[src/rtl/pn_pkg.sv]
`timescale 1ns / 1ps
// ============================================================================
// pn_pkg
// Shared types and constants of the path normalizer: character codes,
// path kind, controller states and the status group of the output sequencer.
// ============================================================================
package pn_pkg;

    // default store depth in characters
    localparam int PN_DEPTH_DEF = 64;

    // character codes
    localparam logic [7:0] CH_SLASH = 8'h2F;
    localparam logic [7:0] CH_DOT   = 8'h2E;
    localparam logic [7:0] CH_NUL   = 8'h00;

    // kind of the path seen so far
    typedef enum logic [1:0] {
        KIND_NONE,
        KIND_REL,
        KIND_ABS
    } kind_t;

    // controller states
    typedef enum logic [2:0] {
        ST_IDLE,
        ST_STEP,
        ST_POP_RD,
        ST_POP_CHK,
        ST_FINAL,
        ST_LEN,
        ST_EMIT
    } pn_state_t;

    // output sequencer status toward the controller
    typedef struct packed {
        logic active;
        logic done;
    } emit_stat_t;

endpackage

[src/rtl/pn_store.sv]
`timescale 1ns / 1ps
// ============================================================================
// pn_store
// Path character store: one write port and one read port, read data
// registered.
// ============================================================================
module pn_store
    import pn_pkg::*;
#(
    parameter int DEPTH = PN_DEPTH_DEF,
    localparam int AW = $clog2(DEPTH)
)(
    input  logic          clk,
    input  logic          we,
    input  logic [AW-1:0] waddr,
    input  logic [7:0]    wdata,
    input  logic          re,
    input  logic [AW-1:0] raddr,
    output logic [7:0]    rdata
);

    logic [7:0] mem [DEPTH];

    // write port
    always_ff @(posedge clk)
    begin
        if (we)
        begin
            mem[waddr] <= wdata;
        end
    end

    // registered read port
    always_ff @(posedge clk)
    begin
        if (re)
        begin
            rdata <= mem[raddr];
        end
    end

endmodule

[src/rtl/pn_emit.sv]
`timescale 1ns / 1ps
// ============================================================================
// pn_emit
// Output sequencer: walks the store from index 0 to len-1, one read per
// cycle, and raises the strobe in the cycle after each read, when the read data is out.
// ============================================================================
module pn_emit
    import pn_pkg::*;
#(
    parameter int DEPTH = PN_DEPTH_DEF,
    localparam int AW = $clog2(DEPTH)
)(
    input  logic          clk,
    input  logic          rst_n,
    input  logic          go,
    input  logic [AW-1:0] len,
    output logic          re,
    output logic [AW-1:0] raddr,
    output emit_stat_t    stat,
    output logic          strobe,
    output logic          out_last
);

    logic          active_reg, active_next;
    logic [AW-1:0] idx_reg, idx_next;
    logic [AW-1:0] len_reg, len_next;
    logic          vld_reg, vld_next;
    logic          lst_reg, lst_next;
    logic          at_end;

    // read issue and status
    always_comb
    begin
        at_end      = (idx_reg == (len_reg - AW'(1)));
        re          = active_reg;
        raddr       = idx_reg;
        stat.active = active_reg;
        stat.done   = active_reg && at_end;
    end

    // sequencer next values
    always_comb
    begin
        active_next = active_reg && !at_end;
        idx_next    = active_reg ? (idx_reg + AW'(1)) : idx_reg;
        len_next    = len_reg;
        if (go)
        begin
            active_next = 1'b1;
            idx_next    = '0;
            len_next    = len;
        end
        vld_next = active_reg;
        lst_next = active_reg && at_end;
    end

    always_ff @(posedge clk or negedge rst_n)
    begin
        if (!rst_n)
        begin
            active_reg <= 1'b0;
            idx_reg    <= '0;
            len_reg    <= '0;
            vld_reg    <= 1'b0;
            lst_reg    <= 1'b0;
        end
        else
        begin
            active_reg <= active_next;
            idx_reg    <= idx_next;
            len_reg    <= len_next;
            vld_reg    <= vld_next;
            lst_reg    <= lst_next;
        end
    end

    assign strobe   = vld_reg;
    assign out_last = lst_reg;

endmodule

[src/rtl/pn_ctrl.sv]
`timescale 1ns / 1ps
// ============================================================================
// pn_ctrl
// Path controller: takes at most one character per request, keeps the fill position
// and the open component, writes characters and separators into the store,
// walks the store back for a parent-directory component and starts output.
// ============================================================================
module pn_ctrl
    import pn_pkg::*;
#(
    parameter int DEPTH = PN_DEPTH_DEF,
    localparam int AW = $clog2(DEPTH),
    localparam int PW = $clog2(DEPTH + 1)
)(
    input  logic          clk,
    input  logic          rst_n,
    input  logic          start,
    output logic          busy,
    input  logic [7:0]    ch,
    input  logic          last,
    input  logic          empty_req,
    output logic          mem_we,
    output logic [AW-1:0] mem_waddr,
    output logic [7:0]    mem_wdata,
    output logic          pop_re,
    output logic [AW-1:0] pop_raddr,
    input  logic [7:0]    mem_rdata,
    output logic          emit_go,
    output logic [AW-1:0] emit_len,
    input  emit_stat_t    emit_stat
);

    pn_state_t      state_reg, state_next;
    logic [7:0]     ch_reg;
    logic           last_reg;
    logic           empty_reg;
    logic [PW-1:0]  fp_reg, fp_next;
    logic [PW-1:0]  clen_reg, clen_next;
    logic [7:0]     head0_reg, head0_next;
    logic [7:0]     head1_reg, head1_next;
    kind_t          kind_reg, kind_next;
    logic           halted_reg, halted_next;
    logic           eslash_reg, eslash_next;

    logic           fp_gt1;
    logic [PW-1:0]  fp_dec;
    logic [PW:0]    base;
    logic [PW+1:0]  tip;
    logic           sep_need;
    logic           tip_ovf;
    logic           cl_skip;
    logic           cl_up;
    logic           take;
    logic           char_slash;
    logic           char_nul;
    logic           close_do;
    logic           pop_start;
    logic           trim;
    logic [PW-1:0]  len_val;

    // request capture
    always_ff @(posedge clk)
    begin
        if (start && (state_reg == ST_IDLE))
        begin
            ch_reg    <= ch;
            last_reg  <= last;
            empty_reg <= empty_req;
        end
    end

    // component and position decode
    always_comb
    begin
        fp_gt1     = (fp_reg > PW'(1));
        fp_dec     = fp_reg - PW'(1);
        // start of the next component, after a separator if one is needed
        base       = {1'b0, fp_reg} + {{PW{1'b0}}, (fp_gt1 && !eslash_reg)};
        tip        = {1'b0, base} + {2'b00, clen_reg};
        sep_need   = fp_gt1 && !eslash_reg && (fp_reg < PW'(DEPTH));
        tip_ovf    = (tip >= (PW+2)'(DEPTH));
        cl_skip    = (clen_reg == '0) ||
                     ((clen_reg == PW'(1)) && (head0_reg == CH_DOT));
        cl_up      = (clen_reg == PW'(2)) && (head0_reg == CH_DOT) &&
                     (head1_reg == CH_DOT);
        take       = !empty_reg && !halted_reg;
        char_slash = (ch_reg == CH_SLASH);
        char_nul   = (ch_reg == CH_NUL);
        close_do   = ((state_reg == ST_STEP) && take && (kind_reg == KIND_ABS) &&
                      (char_nul || char_slash)) ||
                     ((state_reg == ST_FINAL) && (kind_reg == KIND_ABS) && !halted_reg);
        pop_start  = close_do && cl_up && fp_gt1;
        // result length, trailing slash trimmed
        trim       = (kind_reg == KIND_ABS) && fp_gt1 && eslash_reg;
        len_val    = fp_reg - {{(PW-1){1'b0}}, trim};
        if (len_val > PW'(DEPTH - 1))
        begin
            len_val = PW'(DEPTH - 1);
        end
    end

    // next state
    always_comb
    begin
        state_next = state_reg;
        case (state_reg)
            ST_IDLE:
            begin
                if (start)
                begin
                    state_next = ST_STEP;
                end
            end
            ST_STEP:
            begin
                if (pop_start)
                begin
                    state_next = ST_POP_RD;
                end
                else if (last_reg)
                begin
                    state_next = ST_FINAL;
                end
                else
                begin
                    state_next = ST_IDLE;
                end
            end
            ST_POP_RD:
            begin
                state_next = ST_POP_CHK;
            end
            ST_POP_CHK:
            begin
                if (mem_rdata == CH_SLASH)
                begin
                    state_next = last_reg ? ST_FINAL : ST_IDLE;
                end
                else
                begin
                    state_next = ST_POP_RD;
                end
            end
            ST_FINAL:
            begin
                state_next = pop_start ? ST_POP_RD : ST_LEN;
            end
            ST_LEN:
            begin
                state_next = ST_EMIT;
            end
            ST_EMIT:
            begin
                if (emit_stat.done)
                begin
                    state_next = ST_IDLE;
                end
            end
            default:
            begin
                state_next = ST_IDLE;
            end
        endcase
    end

    // datapath and store accesses
    always_comb
    begin
        fp_next     = fp_reg;
        clen_next   = clen_reg;
        head0_next  = head0_reg;
        head1_next  = head1_reg;
        kind_next   = kind_reg;
        halted_next = halted_reg;
        eslash_next = eslash_reg;
        mem_we      = 1'b0;
        mem_waddr   = '0;
        mem_wdata   = ch_reg;
        pop_re      = 1'b0;
        pop_raddr   = fp_dec[AW-1:0];
        emit_go     = 1'b0;
        emit_len    = len_val[AW-1:0];

        case (state_reg)
            ST_STEP:
            begin
                if (take)
                begin
                    if (char_nul)
                    begin
                        // end of string: rest of the path ignored
                        halted_next = 1'b1;
                    end
                    else
                    begin
                        case (kind_reg)
                            KIND_NONE:
                            begin
                                kind_next   = char_slash ? KIND_ABS : KIND_REL;
                                mem_we      = 1'b1;
                                mem_waddr   = '0;
                                fp_next     = PW'(1);
                                eslash_next = char_slash;
                            end
                            KIND_REL:
                            begin
                                if (fp_reg < PW'(DEPTH - 1))
                                begin
                                    mem_we    = 1'b1;
                                    mem_waddr = fp_reg[AW-1:0];
                                    fp_next   = fp_reg + PW'(1);
                                end
                            end
                            default:
                            begin
                                // character of the open component
                                if (!char_slash)
                                begin
                                    if (clen_reg == '0)
                                    begin
                                        head0_next = ch_reg;
                                        head1_next = '0;
                                    end
                                    else if (clen_reg == PW'(1))
                                    begin
                                        head1_next = ch_reg;
                                    end
                                    if (!tip_ovf)
                                    begin
                                        mem_we    = 1'b1;
                                        mem_waddr = tip[AW-1:0];
                                    end
                                    if (clen_reg < PW'(DEPTH))
                                    begin
                                        clen_next = clen_reg + PW'(1);
                                    end
                                end
                            end
                        endcase
                    end
                end
            end
            ST_POP_RD:
            begin
                pop_re = 1'b1;
            end
            ST_POP_CHK:
            begin
                if (mem_rdata == CH_SLASH)
                begin
                    eslash_next = 1'b1;
                end
                else
                begin
                    fp_next = fp_dec;
                end
            end
            ST_LEN:
            begin
                emit_go = 1'b1;
                if (kind_reg == KIND_NONE)
                begin
                    // empty path reads back as root
                    mem_we    = 1'b1;
                    mem_waddr = '0;
                    mem_wdata = CH_SLASH;
                    emit_len  = AW'(1);
                end
            end
            ST_EMIT:
            begin
                if (emit_stat.done)
                begin
                    fp_next     = '0;
                    clen_next   = '0;
                    head0_next  = '0;
                    head1_next  = '0;
                    kind_next   = KIND_NONE;
                    halted_next = 1'b0;
                    eslash_next = 1'b0;
                end
            end
            default:
            begin
            end
        endcase

        // component close
        if (close_do)
        begin
            clen_next  = '0;
            head0_next = '0;
            head1_next = '0;
            if (cl_up)
            begin
                // parent: drop a trailing slash, then walk back in the store
                if (fp_gt1 && eslash_reg)
                begin
                    fp_next = fp_dec;
                end
            end
            else if (!cl_skip)
            begin
                if (sep_need)
                begin
                    mem_we    = 1'b1;
                    mem_waddr = fp_reg[AW-1:0];
                    mem_wdata = CH_SLASH;
                end
                if (tip_ovf)
                begin
                    fp_next     = base[PW-1:0];
                    halted_next = 1'b1;
                    eslash_next = 1'b1;
                end
                else
                begin
                    fp_next     = tip[PW-1:0];
                    eslash_next = 1'b0;
                end
            end
        end
    end

    always_ff @(posedge clk or negedge rst_n)
    begin
        if (!rst_n)
        begin
            state_reg  <= ST_IDLE;
            fp_reg     <= '0;
            clen_reg   <= '0;
            head0_reg  <= '0;
            head1_reg  <= '0;
            kind_reg   <= KIND_NONE;
            halted_reg <= 1'b0;
            eslash_reg <= 1'b0;
        end
        else
        begin
            state_reg  <= state_next;
            fp_reg     <= fp_next;
            clen_reg   <= clen_next;
            head0_reg  <= head0_next;
            head1_reg  <= head1_next;
            kind_reg   <= kind_next;
            halted_reg <= halted_next;
            eslash_reg <= eslash_next;
        end
    end

    assign busy = (state_reg != ST_IDLE);

endmodule

[src/rtl/path_normalizer_unit.sv]
`timescale 1ns / 1ps
// ============================================================================
// path_normalizer_unit
// Streaming path normalizer: characters of a path come in one per request,
// the normalized path leaves one character per strobe after the last one.
// ============================================================================
//
//  channel   handshake            payload
//  --------  -------------------  ------------------------------
//  request   start / busy         ch, last, empty_req
//  result    strobe (no stall)    out_ch, out_last
//
//  A character request passes through capture, then the store update.
//  A ".." component walks the store back with one store read and one compare
//  per character removed, and one more of each for the final slash.
//  The last request adds a close state (entered again when the close walks
//  back), a length state and one store read per result character; each
//  strobe comes with the registered read data.
//  Reset needs no clearing pass: only written store entries are ever read.
//  Results are shown for one cycle each and cannot be held off.
//
module path_normalizer_unit
    import pn_pkg::*;
#(
    parameter int DEPTH = PN_DEPTH_DEF
)(
    input  logic       clk,
    input  logic       rst_n,
    input  logic       start,
    output logic       busy,
    input  logic [7:0] ch,
    input  logic       last,
    input  logic       empty_req,
    output logic [7:0] out_ch,
    output logic       out_last,
    output logic       strobe
);

    localparam int AW = $clog2(DEPTH);

    logic          mem_we;
    logic [AW-1:0] mem_waddr;
    logic [7:0]    mem_wdata;
    logic          mem_re;
    logic [AW-1:0] mem_raddr;
    logic [7:0]    mem_rdata;
    logic          pop_re;
    logic [AW-1:0] pop_raddr;
    logic          emit_re;
    logic [AW-1:0] emit_raddr;
    logic          emit_go;
    logic [AW-1:0] emit_len;
    emit_stat_t    emit_stat;

    pn_ctrl #(
        .DEPTH (DEPTH)
    ) u_ctrl (
        .clk       (clk),
        .rst_n     (rst_n),
        .start     (start),
        .busy      (busy),
        .ch        (ch),
        .last      (last),
        .empty_req (empty_req),
        .mem_we    (mem_we),
        .mem_waddr (mem_waddr),
        .mem_wdata (mem_wdata),
        .pop_re    (pop_re),
        .pop_raddr (pop_raddr),
        .mem_rdata (mem_rdata),
        .emit_go   (emit_go),
        .emit_len  (emit_len),
        .emit_stat (emit_stat)
    );

    pn_emit #(
        .DEPTH (DEPTH)
    ) u_emit (
        .clk      (clk),
        .rst_n    (rst_n),
        .go       (emit_go),
        .len      (emit_len),
        .re       (emit_re),
        .raddr    (emit_raddr),
        .stat     (emit_stat),
        .strobe   (strobe),
        .out_last (out_last)
    );

    // read port shared by the back walk and the output sequencer
    assign mem_re    = pop_re || emit_re;
    assign mem_raddr = emit_stat.active ? emit_raddr : pop_raddr;

    pn_store #(
        .DEPTH (DEPTH)
    ) u_store (
        .clk   (clk),
        .we    (mem_we),
        .waddr (mem_waddr),
        .wdata (mem_wdata),
        .re    (mem_re),
        .raddr (mem_raddr),
        .rdata (mem_rdata)
    );

    assign out_ch = mem_rdata;

endmodule

[config.mk]
export PLATFORM = sky130hd
export DESIGN_NAME = path_normalizer_unit
export DESIGN_NICKNAME = d
export VERILOG_FILES = /design/src/rtl/pn_pkg.sv /design/src/rtl/pn_store.sv /design/src/rtl/pn_emit.sv /design/src/rtl/pn_ctrl.sv /design/src/rtl/path_normalizer_unit.sv
export SDC_FILE = /design/constraint.sdc
export NUM_CORES = 1
export LEC_CHECK = 0
export ABC_AREA = 1
export ABC_CLOCK_PERIOD_IN_PS = 3900
export BUFFER_PORTS_ARGS = -buffer_cell sky130_fd_sc_hd__buf_2
export CAP_MARGIN = 20
export CORE_AREA = 2 2 224 315
export CTS_CLUSTER_SIZE = 16
export DETAILED_ROUTE_END_ITERATION = 12
export DIE_AREA = 0 0 226 317
export SYNTH_ARGS = -nofsm -noshare
export SYNTH_HDL_FRONTEND = slang
export SYNTH_SLANG_ARGS = --single-unit
[constraint.sdc]
create_clock -name clk -period 3.9 [get_ports clk]
set_input_delay 0.585 -clock clk [delete_from_list [all_inputs] [get_ports clk]]
set_output_delay 0.585 -clock clk [all_outputs]
set_load 0.01 [all_outputs]
==> insert_results.sql <==
INSERT INTO impl_metrics (metric_group, metric, value, unit) VALUES
('run_status', 'run_status', 'finished, violations left', ''),
('run_status', 'violations_in_the_final_reports', 'setup timing', ''),
('synthesis', 'synth_nets', '2227', ''),
('clocking', 'tritoncts_clock_tree', 'built', ''),
('floorplanning', 'core_area', '68600', 'um2'),
('floorplanning', 'die-width', '226', 'um'),
('synthesis', 'synth_sequential_area_ratio', '68.2', '%'),
('route', 'antenna_left', '0', ''),
('job', 'max_cap_violations', '0', ''),
('setup_path', 'setup.worst_path.end_class', 'flip-flop', ''),
('grt', 'gr-usage-met3', '2.49', '%'),
('synthesis', 'synth.avg_cell_area', '11.5', 'um2'),
('sta', 'layout_setup_ws', '-116', 'ps'),
('sta', 'timing.fmax', '0.249', 'GHz'),
('synthesis', 'async_reset_ff_share', '8.93', '%'),
('synthesis', 'netlist_instances', '2191', ''),
('grt', 'grt_max_degree', '201', ''),
('clocking', 'cts.sinks', '582', ''),
('setup_path', 'timing.critical_path.fanout_max', '8', ''),
('synthesis', 'synth.cell_area', '25200', 'um2'),
('power', 'max-vdd-ir-drop', '0.000892', 'V'),
('power', 'power_density_normalized_to_cell_area', '819', 'nW/um2'),
('placed_design', 'io_buffers', '23', ''),
('floorplanning', 'boundaryPins', '24', ''),
('layout', 'design.final.nets', '2323', ''),
('layout', 'diodes', '0', ''),
('route', 'routed_via_density', '5.48', ''),
('grt', 'grt_use_met1', '24.4', '%'),
('clocking', 'cts.clk_slew.worst_paths', '60', 'ps'),
('layout', 'area_growth_synth_to_finish', '20.0', '%'),
('route', 'first_iteration_detailed_routing_drc_count', '1820', ''),
('grt', 'global_route_wire_length_before_repair', '109000', 'um'),
('setup_path', 'path_class', 'reg2reg', ''),
('clocking', 'cts_root_buffer', 'clkbuf_16', ''),
('floorplanning', 'fp.dieArea', '71600', 'um2'),
('sta', 'timing.final.crit_share', '103', '%'),
('layout', 'top_register_by_number_of_flip_flops', 'u_store.mem', ''),
('sta', 'maxSlewViolCount', '0', ''),
('setup_path', 'critical_path.startpoint', 'u_ctrl.fp_reg[4]', ''),
('setup_path', 'crit_required', '4190', 'ps'),
('route', 'drcViolationCount', '0', ''),
('sta', 'worst_max_slew_margin_expressed_relative_to_the_limit', '35.9', '%'),
('route', 'drt_pre_antenna_iters', '8', ''),
('synthesis', 'yosys_most_used_dff', 'edfxtp_1', ''),
('synthesis', 'yosys_reg_bits', '582', ''),
('placed_design', 'post-dp-hpwl', '47900', 'um'),
('layout', 'largest_reg_flops', '512', ''),
('route', 'avgRoutedWirePerCell', '22.3', 'um'),
('sta', 'hold-worst-slack', '7.94', 'ps'),
('power', 'leakage', '10.3', 'nW'),
('setup_path', 'worst_r2r_startpoint', 'u_ctrl.fp_reg[4]', ''),
('setup_path', 'worst_r2r_path_depth', '23', ''),
('grt', 'grtUsageTotal', '20.4', '%'),
('hold_path', 'hold_class', 'in2async', ''),
('floorplanning', 'num_rows', '114', ''),
('layout', 'layout-drive-gt1-share', '17.9', '%'),
('placed_design', 'placement.setup.worst_slack', '-265', 'ps'),
('clocking', 'holdBufCountCts', '0', ''),
('floorplanning', 'initial_core_utilization', '36.8', '%'),
('sta', 'fin_skew', '32.4', 'ps'),
('synthesis', 'yosys_warnings', '0', ''),
('route', 'drt-total-wl', '72700', 'um'),
('grt', 'globalRouteMet2Util', '36.2', '%'),
('grt', 'grt_busiest_layer', 'met2', ''),
('setup_path', 'setup.worst_path.start_class', 'flip-flop', ''),
('sta', 'grt_setup_unrepaired', 'yes', ''),
('clocking', 'clock_path_buffers', '3', ''),
('grt', 'number_of_global_route_vias_before_repair', '18036', ''),
('clocking', 'numCtsBuffers', '56', ''),
('setup_path', 'worstPathArrival', '4300', 'ps'),
('synthesis', 'synth_enable_flop_cells', '530', ''),
('power', 'post-layout-total-power', '24.8', 'mW'),
('grt', 'grt_overflow_total', '0', ''),
('sta', 'worst_slew_pin_slew', '962', 'ps'),
('placed_design', 'gp_congestion', '0.940', ''),
('setup_path', 'worst_r2r_endpoint', 'u_store.mem[32][5]', ''),
('setup_path', 'reg2reg_setup_slack', '-120', 'ps'),
('grt', 'antenna_found_initial', '0', ''),
('route', 'via_count', '17846', ''),
('floorplanning', 'die_h', '317', 'um'),
('synthesis', 'synth_cell_types', '45', ''),
('sta', 'hold_violations', '0', ''),
('clocking', 'worst_skew_pair.late_latency', '630', 'ps'),
('clocking', 'cts_h_tree_depth', '2', ''),
('sta', 'setup_viol_count_final', '504', ''),
('sta', 'period_needed', '4020', 'ps');
-- worst max-delay path: stages (launching register included) --
cell     delay, ps
dfrtp_2        440
nor2_1         200
nand3_2        130
a21oi_2        170
nor2_1          70
ha_2           210
ha_4           200
nand2_2         80
xor2_2         170
ha_1           290
nand2_2        100
inv_2           50
a21oi_4        170
a21oi_2         90
nor2_4         180
buf_6          120
nand2_4         50
inv_6           80
nand2_4         60
o21ai_4        170
buf_12         160
nand3_4         70
buf_12         160
nor2_4         250
-- layer usage --
metal	up-vias	part of all wire, %
li1	8184	-
met1	8765	38
met2	692	51
met3	205	5.5
met4	0	5.6
met5	-	0
-- synthesized netlist by cell type, types with 7 or more instances --
library cell | n | area share, %
o22ai_1 | 40 | 0.99
o21ai_0 | 287 | 5.7
nor2_1 | 413 | 6.1
nor3_1 | 14 | 0.28
a21oi_1 | 30 | 0.59
o221ai_1 | 78 | 2.7
ha_1 | 22 | 1.1
xor2_1 | 19 | 0.66
nand2_2 | 8 | 0.20
nand3_4 | 7 | 0.49
o211ai_1 | 50 | 1.5
clkbuf_1 | 99 | 1.5
inv_1 | 97 | 1.4
buf_2 | 14 | 0.28
nand3_1 | 125 | 2.5
inv_2 | 10 | 0.15
nand2_1 | 205 | 3.0
edfxtp_1 | 530 | 63
o21ai_1 | 14 | 0.28
nand4_1 | 22 | 0.55
dfrtp_1 | 52 | 5.2
-- repair_timing --
action,in CTS,in global routing
cloned,0,0
buffers inserted,15,8
setup endpoints to repair,512,513
resized for setup,30,17
pin swaps,73,62
-- metrics by stage --
stage / util, % / cell area, um2 / setup TNS (ps) / cells
6_report: 44.2 / 30300 / -37740 / 3257
5_1_grt: 44.2 / 30300 / -121680 / 3257
2_1_floorplan: - / 25900 / 0 / 2191
3_3_place_gp: 41.0 / 28200 / -57820 / 3134
4_1_cts: 44.0 / 30200 / -18700 / 3249
3_5_place_dp: 41.0 / 28200 / -108120 / 3134
-- cell families (layout without fill, tap and decap cells) --
group           Yosys count  after routing  share of synthesized area, %
buf+inv                 228            366                          3.48
fa+ha+maj                23             23                          1.17
compound gates          520            520                          12.5
xor+xnor                 23             23                         0.798
simple gates            815            815                          13.9
flops                   582            582                          68.2
-- where the power goes --
part | switching [mW] | internal (mW) | leakage (nW)
Clock | 2.36 | 2.85 | 0.833
Sequential | 0.280 | 7.56 | 5.43
Combinational | 8.21 | 3.57 | 4.06
-- worst max path at each step --
stage	end	cells after the start	slack [ps]
after floorplan	u_store.mem[62][0]	22	6
after global placement	u_store.mem[16][3]	23	-170
after detailed placement	u_store.mem[16][2]	21	-260
after CTS	u_store.mem[1][0]	23	-90
after global routing	u_store.mem[57][5]	24	-290
final	u_store.mem[32][5]	23	-120
-- placed cells by master, fill, tap and decap left out, types with 5 or more instances in the layout --
master / Yosys / routed
o21ai_1: 14 / 11
a21oi_1: 30 / 26
nor2_1: 413 / 343
nand2_2: 8 / 18
buf_4: 1 / 85
edfxtp_1: 530 / 530
clkbuf_1: 99 / 13
dfrtp_2: 0 / 5
nand2_1: 205 / 186
buf_2: 14 / 23
o22ai_1: 40 / 40
clkbuf_16: 0 / 56
o211ai_1: 50 / 50
xor2_1: 19 / 15
clkinv_1: 1 / 13
ha_1: 22 / 16
buf_12: 0 / 45
nor2_2: 4 / 6
nand3_2: 4 / 12
a22oi_1: 5 / 5
nand3_4: 7 / 13
nor2_4: 2 / 70
dfrtp_1: 52 / 47
inv_2: 10 / 12
inv_1: 97 / 90
nand4_1: 22 / 22
o21ai_4: 3 / 6
clkinv_2: 0 / 7
nand2_4: 0 / 8
o221ai_1: 78 / 78
nand3_1: 125 / 111
o21ai_0: 287 / 287
nor3_1: 14 / 14
-- layout make-up --
type	instances	area [um2]
Multi-Input combinational cell	1381	8070
Timing Repair Buffer	157	1700
Clock buffer	69	1450
Fill cell	6212	38300
Sequential cell	582	17200
Tap cell	928	1160
Clock inverter	31	278
Inverter	109	429
Power figures use the tool's default switching activity.
